==> src/hw/rtl/swlrl_pkg.sv <==
// ----------------------------------------------------------------------------
// swlrl_pkg
// Types, constants and helpers shared by the sliding-window-log rate limiter.
// ----------------------------------------------------------------------------
package swlrl_pkg;

   localparam int TABLE_ENTRIES = 64;
   localparam int MAX_STAMPS    = 16;
   localparam int SWEEP_PERIOD  = 256;

   localparam int KEY_W     = 64;
   localparam int TIME_W    = 48;
   localparam int LIMIT_W   = 5;
   localparam int WINDOW_W  = 32;
   localparam int TRACK_W   = 7;
   localparam int CSR_DATA_W = 32;

   localparam int ENTRY_W  = $clog2(TABLE_ENTRIES);
   localparam int HEAD_W   = (MAX_STAMPS > 1) ? $clog2(MAX_STAMPS) : 1;
   localparam int CNT_W    = $clog2(MAX_STAMPS + 1);
   localparam int RING_AW  = $clog2(TABLE_ENTRIES * MAX_STAMPS);
   localparam int SWEEP_W  = (SWEEP_PERIOD > 1) ? $clog2(SWEEP_PERIOD) : 1;

   localparam logic [WINDOW_W-1:0] WINDOW_RESET = WINDOW_W'(60);

   typedef enum logic {
      CSR_REQUEST_LIMIT = 1'b0,
      CSR_WINDOW_LENGTH = 1'b1
   } csr_index_type;

   typedef struct packed {
      logic [KEY_W-1:0]  client_key;
      logic [TIME_W-1:0] now_time;
   } req_type;

   typedef struct packed {
      logic               admitted;
      logic               table_full;
      logic [TRACK_W-1:0] tracked_keys;
   } rsp_type;

   typedef struct packed {
      logic [HEAD_W-1:0] head;
      logic [CNT_W-1:0]  count;
   } meta_type;

   typedef enum logic [3:0] {
      ST_IDLE,
      ST_DISPATCH,
      ST_SW_CHECK,
      ST_SW_NEXT,
      ST_SCAN_RD,
      ST_SCAN_CHK,
      ST_SCAN_END,
      ST_META_RD,
      ST_META_LD,
      ST_STAMP_RD,
      ST_STAMP_CHK,
      ST_PRUNE_END,
      ST_APPEND,
      ST_RESP
   } state_type;

   typedef struct packed {
      logic load;
      logic idx_next;
      logic key_rd;
      logic scan_next;
      logic alloc;
      logic set_full;
      logic meta_rd;
      logic meta_ld;
      logic stamp_rd;
      logic stamp_chk;
      logic meta_wr;
      logic free_empty;
      logic append;
   } cmd_type;

   typedef struct packed {
      logic limit_zero;
      logic sweep_go;
      logic entry_valid;
      logic key_hit;
      logic idx_last;
      logic free_found;
      logic stamps_done;
   } status_type;

   function automatic logic [HEAD_W-1:0] ring_pos(input logic [HEAD_W-1:0] head,
                                                   input logic [CNT_W-1:0] offset);
      logic [CNT_W+HEAD_W-1:0] sum;
      sum = (CNT_W+HEAD_W)'(head) + (CNT_W+HEAD_W)'(offset);
      if (sum >= (CNT_W+HEAD_W)'(MAX_STAMPS)) begin
         sum = sum - (CNT_W+HEAD_W)'(MAX_STAMPS);
      end
      return sum[HEAD_W-1:0];
   endfunction

endpackage

==> src/hw/rtl/swlrl_ctrl.sv <==
// ----------------------------------------------------------------------------
// swlrl_ctrl
// Request sequencer: sweep, key scan, allocation, prune and append steps.
// ----------------------------------------------------------------------------
module swlrl_ctrl (
   input  logic                  clock,
   input  logic                  reset,
   input  logic                  start,
   output logic                  busy,
   output logic                  rsp_valid,
   input  swlrl_pkg::status_type status,
   output swlrl_pkg::cmd_type    cmd
);
   import swlrl_pkg::*;

   state_type state_ff, state_in;
   logic      sweep_mode_ff, sweep_mode_in;

   always_ff @(posedge clock) begin
      if (reset) begin
         state_ff      <= ST_IDLE;
         sweep_mode_ff <= 1'b0;
      end else begin
         state_ff      <= state_in;
         sweep_mode_ff <= sweep_mode_in;
      end
   end

   always_comb begin
      state_in      = state_ff;
      sweep_mode_in = sweep_mode_ff;
      cmd           = '0;
      busy          = (state_ff != ST_IDLE);
      rsp_valid     = 1'b0;
      case (state_ff)
         ST_IDLE: begin
            if (start) begin
               cmd.load = 1'b1;
               state_in = status.limit_zero ? ST_RESP : ST_DISPATCH;
            end
         end
         ST_DISPATCH: begin
            if (status.sweep_go) begin
               sweep_mode_in = 1'b1;
               state_in      = ST_SW_CHECK;
            end else begin
               state_in = ST_SCAN_RD;
            end
         end
         ST_SW_CHECK: begin
            state_in = status.entry_valid ? ST_META_RD : ST_SW_NEXT;
         end
         ST_SW_NEXT: begin
            cmd.idx_next = 1'b1;
            if (status.idx_last) begin
               sweep_mode_in = 1'b0;
               state_in      = ST_SCAN_RD;
            end else begin
               state_in = ST_SW_CHECK;
            end
         end
         ST_SCAN_RD: begin
            cmd.key_rd = 1'b1;
            state_in   = ST_SCAN_CHK;
         end
         ST_SCAN_CHK: begin
            if (status.key_hit) begin
               state_in = ST_META_RD;
            end else begin
               cmd.scan_next = 1'b1;
               state_in      = status.idx_last ? ST_SCAN_END : ST_SCAN_RD;
            end
         end
         ST_SCAN_END: begin
            if (status.free_found) begin
               cmd.alloc = 1'b1;
               state_in  = ST_STAMP_RD;
            end else begin
               cmd.set_full = 1'b1;
               state_in     = ST_RESP;
            end
         end
         ST_META_RD: begin
            cmd.meta_rd = 1'b1;
            state_in    = ST_META_LD;
         end
         ST_META_LD: begin
            cmd.meta_ld = 1'b1;
            state_in    = ST_STAMP_RD;
         end
         ST_STAMP_RD: begin
            if (status.stamps_done) begin
               state_in = ST_PRUNE_END;
            end else begin
               cmd.stamp_rd = 1'b1;
               state_in     = ST_STAMP_CHK;
            end
         end
         ST_STAMP_CHK: begin
            cmd.stamp_chk = 1'b1;
            state_in      = ST_STAMP_RD;
         end
         ST_PRUNE_END: begin
            cmd.meta_wr = 1'b1;
            if (sweep_mode_ff) begin
               cmd.free_empty = 1'b1;
               state_in       = ST_SW_NEXT;
            end else begin
               state_in = ST_APPEND;
            end
         end
         ST_APPEND: begin
            cmd.append = 1'b1;
            state_in   = ST_RESP;
         end
         ST_RESP: begin
            rsp_valid = 1'b1;
            state_in  = ST_IDLE;
         end
         default: begin
            state_in = ST_IDLE;
         end
      endcase
   end

endmodule

==> config.mk <==
export PLATFORM = sky130hd
export DESIGN_NAME = swlrl_ctrl
export DESIGN_NICKNAME = d
export VERILOG_FILES = /design/src/hw/rtl/swlrl_pkg.sv /design/src/hw/rtl/swlrl_ctrl.sv
export SDC_FILE = /design/constraint.sdc
export NUM_CORES = 1
export LEC_CHECK = 0
export ABC_AREA = 0
export BUFFER_PORTS_ARGS = -buffer_cell sky130_fd_sc_hd__buf_4
export CAP_MARGIN = 15
export CORE_AREA = 5 5 42 44
export DETAILED_ROUTE_END_ITERATION = 8
export DIE_AREA = 0 0 47 49
export HOLD_SLACK_MARGIN = 0.12
export PLACE_DENSITY = 0.67
export SKIP_LAST_GASP = 1
export SLEW_MARGIN = 20
export SYNTH_ARGS = -nofsm -noshare
export SYNTH_HDL_FRONTEND = slang
export SYNTH_SLANG_ARGS = --single-unit
==> constraint.sdc <==
create_clock -name clock -period 1.4 [get_ports clock]
set_input_delay 0.28 -clock clock [delete_from_list [all_inputs] [get_ports clock]]
set_output_delay 0.28 -clock clock [all_outputs]
set_load 0.01 [all_outputs]
==> results of run 1 <==
[cell families after synthesis]
logic type | Yosys count | synth area share (%)
compound gates | 18 | 28.4
buf+inv | 7 | 10.7
flops | 5 | 20.3
simple gates | 37 | 40.6
[flip-flops by register name, indices dropped and copies added, names as in the netlist]
signal	flops
state_ff	4
sweep_mode_ff	1
[critical path: stages, from the launching register on]
cell and delay, ps:
dfxtp_4 400, nand2_4 90, nor3_1 220, buf_4 180
[per-stage QoR]
stage | util (%) | setup TNS, ps | instance area [um2] | power (mW)
2_1_floorplan | - | 0 | 493 | 0.934
3_3_place_gp | 48.1 | 0 | 674 | 1.15
3_5_place_dp | 48.1 | 0 | 674 | 1.15
4_1_cts | 55.2 | -76.0 | 773 | 1.49
5_1_grt | 59.5 | -574 | 833 | 1.74
6_report | 59.5 | -20.8 | 833 | 1.61
[synth_stat cells (all sizes together)]
cell type,n,area share [%]
nand4,1,1.3
o32a,1,4.6
buf,3,6.9
and2,1,1.3
o22ai,1,1.3
nand2b,5,7.9
or2,1,1.3
nor3,6,6.1
a21oi,6,6.9
a32oi,2,3.6
a31oi,2,2.5
a21boi,1,1.5
inv,3,2.3
nor3b,1,1.5
nor2,11,8.9
nand3,1,1.0
clkbuf,1,1.5
and3,1,1.3
dfxtp,5,20
nand3b,1,1.5
nand2,6,6.1
a41oi,1,3.3
o21ai,4,4.8
nor2b,2,2.5
[cell type report]
type	instances	area, um2
fill	129	568
inverter	3	11.3
multi-input combinational	55	415
tap	16	20.0
sequential	5	115
timing repair buffer	31	245
clock buffer	4	26.3
[worst max-delay path by stage]
| stage | start | to | depth (start not counted) |
|---|---|---|---|
| after floorplan | state_ff[2] | cmd[1] | 4 |
| after global placement | state_ff[3] | cmd[9] | 3 |
| after detailed placement | state_ff[3] | cmd[9] | 3 |
| after CTS | state_ff[2] | cmd[1] | 4 |
| after global routing | state_ff[2] | cmd[1] | 4 |
| final | state_ff[0] | cmd[11] | 3 |
[layer usage]
metal | wire length, um | global-route usage, % | vias to the layer above | part of all wire (%)
met2 | 715 | 19.9 | 21 | 48
met3 | 145 | 8.49 | 2 | 9.8
met4 | 8 | 2.76 | 0 | 0.54
met5 | 0 | 0 | - | 0
met1 | 613 | 17.0 | 286 | 41
li1 | - | - | 302 | -
[power by group]
part	total, mW	internal (mW)	leakage [nW]	switching (mW)
logic	1.07	0.531	0.297	0.543
clock network	0.162	0.107	0.0150	0.0547
registers	0.379	0.232	0.0438	0.147
total	1.61	0.871	0.355	0.744
[what timing repair did]
action	CTS	global route
gates resized for setup	17	15
setup buffers	3	1
endpoints found under the setup margin	15	15
pin swaps	1	3
==> flow_summary.toml, run 1 <==
[worst_setup_path]
cp-end-kind = "primary output"
r2r_slack_ps = 60
required_ps = 1120
reg2reg_to = "state_ff[2]"
arrival_ps = 1130
crit_fanout = 8
r2r-start = "state_ff[1]"
cp-start-kind = "flop"
crit_type = "reg2out"
ff2ff_path_depth = 5

[synth]
ys_types = 29
syn_inst = 67
syn-num-nets = 77
syn_area_um2 = 493
ys_warn_count = 0
synth_seq_area_share_pct = 20.3
syn_avg_cell_area_um2 = 7.36
synth_seq_cells = 5

[hold_path]
min_to = "sweep_mode_ff"
min_path_type = "in2reg"
hp-start = "reset"
whs_path_depth = 2

[timing]
holdWs_ps = 212
fin_crit_sh_pct = 101
rsz0062_at_grt = "yes"
timing.fmax_mhz = 710
worst_slew_pin_slew_ps = 261
final.setup.worst_slack_ps = -9.37
skew_ps = 1.75
final-hold-violation-count = 0
slew_viol_final = 0
setup_viol = 3
max_slew_margin_pct = 82.5
period_minus_slack_ps = 1410

[pwr]
power.density_mw_per_mm2 = 1940
ir_worst_vdd_v = 0.00122
p_leak_nw = 0.355

[run_status]
violations = "negative setup slack"
status = "finished, violations left"

[grt]
grt_max_degree = 10
grt_pass1_vias = 580
grtUsageTotal_pct = 13.7
grt_overflow_total = 0
antenna_found_initial = 0
grt_pass1_wl_um = 2360

[clock_network]
cts_hold_buf = 0
cts_root_buf = "clkbuf_4"
cts_buffers = 3
cts_buffer_depth = 2
cts_sinks = 5
insertion_delay_ps = 240
htreeDepth = 1
clkSlewWorstSetupHoldPaths_ps = 40
cts_tree = "yes"

[final_layout]
fin_cells = 114
final_common_cell = "buf_4"
nets = 109
final_cell_mix = "buf_4 (26), nor2_1 (5), nand2_1 (5), a21oi_1 (5)"
area_growth_pct = 69.0
drive_gt1_share_pct = 59.2
diodes = 0

[placed_design]
finalWeightedCongestion = 0.797
io_buffers = 24
pre_cts_ws_ps = 92.7
place_hpwl_um = 1100
dp_cells = 106

[floorplanning]
fp.dieW_um = 47
die_h_um = 49
core_area_mm2 = 0.00140
io_pins = 25
row_count = 14
die_area_mm2 = 0.00230
start_util_pct = 35.2

[route]
detail_route.wl_per_cell_um = 13.0
drtPass1Iterations = 4
first_iter_violations = 11
viasPerCell = 5.36
wirelength_um = 1480
drc = 0
drtAntennaViolNets = 0
dr_total_vias = 611

[flow_run]
maxCapViolCount = 0
No activity file was read; power rests on OpenSTA's default activity.
==> run 2: changes to the inputs <==
- CORE_AREA: 5 5 42 44 -> not set
- CORE_MARGIN: not set -> 5
- CORE_UTILIZATION: not set -> 35
- DIE_AREA: 0 0 47 49 -> not set
- PLACE_DENSITY: 0.67 -> not set
==> run 2 against run 1 <==
- the flow still finishes with violations (negative setup slack)
- clock power about the same
- first-iteration DRC count grew 110%
- sequential power decreased by 7.1%
- largest power group unchanged
- non-clock buffer count increased by 7
- highest routed layer unchanged
- critical path depth increased by 1
- register-to-register slack improved by 20 ps
- sequential cell count unchanged
- count of clock-buffer cells in the layout unchanged
==> flow_summary.toml, run 2 (same netlist as run 1, synthesis figures left out) <==
[worst_setup_path]
arrival_ps = 1120
crit_fanout = 6
cp-start-kind = "flop"
r2r-start = "state_ff[2]"
cp-end-kind = "primary output"
required_ps = 1120
crit_type = "reg2out"
worstSetupStartpoint = "state_ff[2]"

[clock_network]
htreeDepth = 1
clkSlewWorstSetupHoldPaths_ps = 40
cts_buffer_depth = 2
cts_root_buf = "clkbuf_4"
cts_hold_buf = 0
cts_sinks = 5
cts_buffers = 3
insertion_delay_ps = 240
cts_tree = "yes"

[grt]
grt_pass1_wl_um = 2560
grt_overflow_total = 0
grtUsageTotal_pct = 16.2
antenna_found_initial = 0
grt_pass1_vias = 568
grt_max_degree = 10

[timing]
worst_slew_pin_slew_ps = 274
fin_crit_sh_pct = 100
slew_viol_final = 0
finalSetupTns_ps = -1.24
max_slew_margin_pct = 81.6
final-hold-violation-count = 0
rsz0062_at_grt = "yes"
timing.fmax_mhz = 714
skew_ps = 5.26
final.setup.worst_slack_ps = -1.24
setup_viol = 1
period_minus_slack_ps = 1400

[run_status]
violations = "negative setup slack"
status = "finished, violations left"

[final_layout]
diodes = 0
fillCellCount = 115
top_regs = "state_ff: 4 flops, sweep_mode_ff: 1 flops"
largest_register_ff_count = 4
final_common_cell = "buf_4"
area_growth_pct = 77.4
largest_register = "state_ff"
nets = 116
drive_gt1_share_pct = 61.0
final_cell_mix = "buf_4 (33), nor2_1 (6), nand2_1 (5), a21oi_1 (5), nor3_2 (4)"

[hold_path]
min_path_type = "in2reg"
hp-start = "reset"

[route]
viasPerCell = 5.36
first_iter_violations = 23
wirelength_um = 1650
drc = 0
dr_total_vias = 643
drtPass1Iterations = 4
detail_route.wl_per_cell_um = 13.7
drtAntennaViolNets = 0

[pwr]
power.density_mw_per_mm2 = 2000
p_int_uw = 963
p_leak_nw = 0.383
p_comb_share_pct = 70.4
switchingPower_uw = 786
ir_worst_vdd_v = 0.00123
p_clk_share_pct = 9.4
total_power_mw = 1.75
seqPwrFrac_pct = 20.1
switching_share_pct = 44.9

[floorplanning]
die_h_um = 47.5
io_pins = 25
die_area_mm2 = 0.00226
start_util_pct = 37.4
fp.dieW_um = 47.5
core_area_mm2 = 0.00132
row_count = 13

[placed_design]
place_hpwl_um = 1170
finalWeightedCongestion = 0.893
io_buffers = 24

[flow_run]
maxCapViolCount = 0
==> run 2: cell count changes in the layout (fill, tap and decap cells not counted), sizes merged <==
cell	before	now
buf	30	37
==> run 2: final timing paths <==
check,to,slack [ps],cells past startpoint
setup / recovery,cmd[8],-1,4
hold / removal,sweep_mode_ff,240,2
setup reg to reg,state_ff[0],80,6
hold reg to reg,sweep_mode_ff,640,2
==> run 2: per-stage QoR <==
| stage | utilization, % | hold slack [ps] | instances | setup slack [ps] | area, um2 |
|---|---|---|---|---|---|
| after global placement | 51.1 | 455 | 105 | 79.1 | 673 |
| after detailed placement | 51.1 | 456 | 105 | 88.5 | 673 |
| after floorplan | - | 352 | 67 | 116 | 493 |
| final | 66.4 | 240 | 120 | -1.24 | 875 |
| after CTS | 61.3 | 204 | 118 | -27.4 | 807 |
| after global routing | 66.4 | 232 | 120 | -64.4 | 875 |
==> run 2: layer usage <==
metal	routed length (um)	global-route usage (%)
met3	166	5.26
met2	775	26.5
met1	695	20.3
met4	8	4.84
met5	0	0
==> run 2: what timing repair did <==
item                                    in CTS  in global routing
buffers inserted                             9                  2
cloned                                       0                  0
resized for setup                           15                 12
pin swaps                                    1                  4
endpoints found under the setup margin      15                 14
==> run 2: cell type report <==
cell class              instances  area, um2  area share (%)
flip-flops and latches          5        113            12.9
clock buffers                   4       26.3            3.00
inverters                       3       11.3            1.29
well taps                      15       18.8            2.15
repair buffers                 38        290            33.2
multi-input cells              55        415            47.5
==> run 2: worst max-delay path, stage by stage (launching register included) <==
cell and delay [ps]:
dfxtp_4 380, buf_6 110, nand2b_4 80, nor3_2 170
buf_4 140
==> run 2: power by group through the flow <==
stage,registers [mW],logic (mW),clock network (mW)
after floorplan,0.250,0.684,0
after global placement,0.320,0.858,0
after detailed placement,0.326,0.848,0
after CTS,0.351,1.10,0.171
after global routing,0.363,1.34,0.184
final,0.352,1.23,0.165
==> run 3: changes to the inputs <==
- clock period: 1.4 -> 1.8 ns (I/O delays scaled with it)
==> run 3 against run 2 <==
- hold slack gained 61 ps
- final area is 22% lower
- worst setup slack improved by 96 ps
- critical path depth unchanged
- sequential share of layout area increased by 2.2 points
- register-to-register slack better by 390 ps
- cell count shrank 12%
- sequential power is 18% lower
- clock skew is 2.3 ps lower
- the run now ends clean
- first-iteration DRC count fell by 96%
==> flow_summary.toml, run 3 (same netlist as run 1, synthesis figures left out) <==
[floorplanning]
core_area_mm2 = 0.00132
die_area_mm2 = 0.00226
start_util_pct = 37.4
die_h_um = 47.5
fp.dieW_um = 47.5
row_count = 13
io_pins = 25

[worst_setup_path]
crit_fanout = 9
arrival_ps = 1340
crit_family = "flip-flops"
cp.buffers_inverters = 1
cp-start-kind = "flop"
crit_slowest_cell = "dfxtp_1"
path_cells = "nand2b_4 -> nor2_1 -> and2_1 -> buf_4"
cp-end-kind = "primary output"
required_ps = 1440
max_stage_delay_ps = 490
crit_type = "reg2out"

[route]
dr_total_vias = 543
viasPerCell = 5.12
wirelength_um = 1450
drtAntennaViolNets = 0
detail_route.wl_per_cell_um = 13.7
drc = 0
first_iter_violations = 1
drtPass1Iterations = 4

[placed_design]
pre_cts_ws_ps = 347
finalWeightedCongestion = 0.809
place_hpwl_um = 1130
io_buffers = 24

[clock_network]
cts_buffers = 3
cts_buffer_depth = 2
cts_sinks = 5
post_cts_buffers = 0
htreeDepth = 1
cts_tree = "yes"
cts_root_buf = "clkbuf_4"
clkSlewWorstSetupHoldPaths_ps = 40
insertion_delay_ps = 240

[timing]
final-hold-violation-count = 0
final.setup.worst_slack_ps = 95.1
timing.fmax_mhz = 587
period_minus_slack_ps = 1700
finalSetupTns_ps = 0
rsz0062_at_grt = "no"
max_slew_margin_pct = 74.8
slew_viol_final = 0
skew_ps = 2.93
holdWs_ps = 300
worst_slew_pin_slew_ps = 378
fin_crit_sh_pct = 94.7
setup_viol = 0

[grt]
grt_max_degree = 15
grt_pass1_wl_um = 2230
grt_overflow_total = 0
grtUsageTotal_pct = 13.9
antenna_found_initial = 0
grt_pass1_vias = 486

[run_status]
status = "completed"

[pwr]
switching_share_pct = 48.6
power.density_mw_per_mm2 = 1490
ir_worst_vdd_v = 0.000875
p_leak_nw = 0.304
p_comb_share_pct = 59.4
p_clk_share_pct = 12.2
p_int_uw = 521
switchingPower_uw = 493
seqPwrFrac_pct = 28.4

[flow_run]
maxCapViolCount = 0

[hold_path]
min_path_type = "in2reg"

[final_layout]
final_cell_mix = "buf_4 (24), nor2_1 (10), nor3_1 (6), nand2_1 (5), a21oi_1 (5)"
top_regs = "state_ff: 4 flops, sweep_mode_ff: 1 flops"
largest_register_ff_count = 4
diodes = 0
area_growth_pct = 38.3
nets = 102
drive_gt1_share_pct = 40.7
final_common_cell = "buf_4"
fillCellCount = 142
largest_register = "state_ff"
[run 3: cell count changes in the layout (fill, tap and decap cells not counted), moves of 2 or more]
cell      change
nand2b_1      +2
nor2_2        -2
buf_4         -9
dfxtp_1       +2
buf_6         -3
dfxtp_4       -3
nand2b_4      -2
nor3_1        +4
nor3_2        -4
nor2_1        +4
nor2_4        -2
[run 3: power by group through the flow]
stage	Combinational (mW)	Clock [mW]	Sequential [mW]
floorplan	0.532	0	0.195
global placement	0.601	0	0.273
detailed placement	0.594	0	0.278
CTS	0.597	0.132	0.277
global route	0.671	0.140	0.302
finish	0.603	0.124	0.288
[run 3: cell type report]
cell class / count / area, um2 / area share [%]
Multi-Input combinational cell: 55 / 343 / 50.3
Timing Repair Buffer: 24 / 180 / 26.4
Sequential cell: 5 / 103 / 15.0
Clock buffer: 4 / 26.3 / 3.85
Tap cell: 15 / 18.8 / 2.75
Inverter: 3 / 11.3 / 1.65
[run 3: what timing repair did]
action	CTS	global route
setup endpoints to repair	0	8
resized for setup	0	3
hold buffers	0	0
[run 3: per-layer routing]
layer	routed length [um]	GRT usage [%]	up-vias
met5	0	0	-
met4	0	4.84	0
met3	112	3.01	0
met2	682	22.5	14
met1	659	18.3	244
li1	-	-	285
[run 3: final timing paths]
path | startpoint | endpoint | slack [ps] | depth (start not counted)
worst max-delay path | state_ff[2] | cmd[1] | 100 | 4
worst min register to register | sweep_mode_ff | sweep_mode_ff | 600 | 2
worst max register to register | state_ff[0] | state_ff[1] | 470 | 4
worst min-delay path | reset | sweep_mode_ff | 300 | 2
[run 3: through the flow]
| step | util (%) | power (mW) | cells | instance area [um2] |
|---|---|---|---|---|
| CTS | 51.4 | 1.01 | 106 | 677 |
| floorplan | - | 0.727 | 67 | 493 |
| global route | 51.8 | 1.11 | 106 | 682 |
| finish | 51.8 | 1.01 | 106 | 682 |
| detailed placement | 49.4 | 0.873 | 102 | 651 |
| global placement | 49.4 | 0.874 | 102 | 651 |
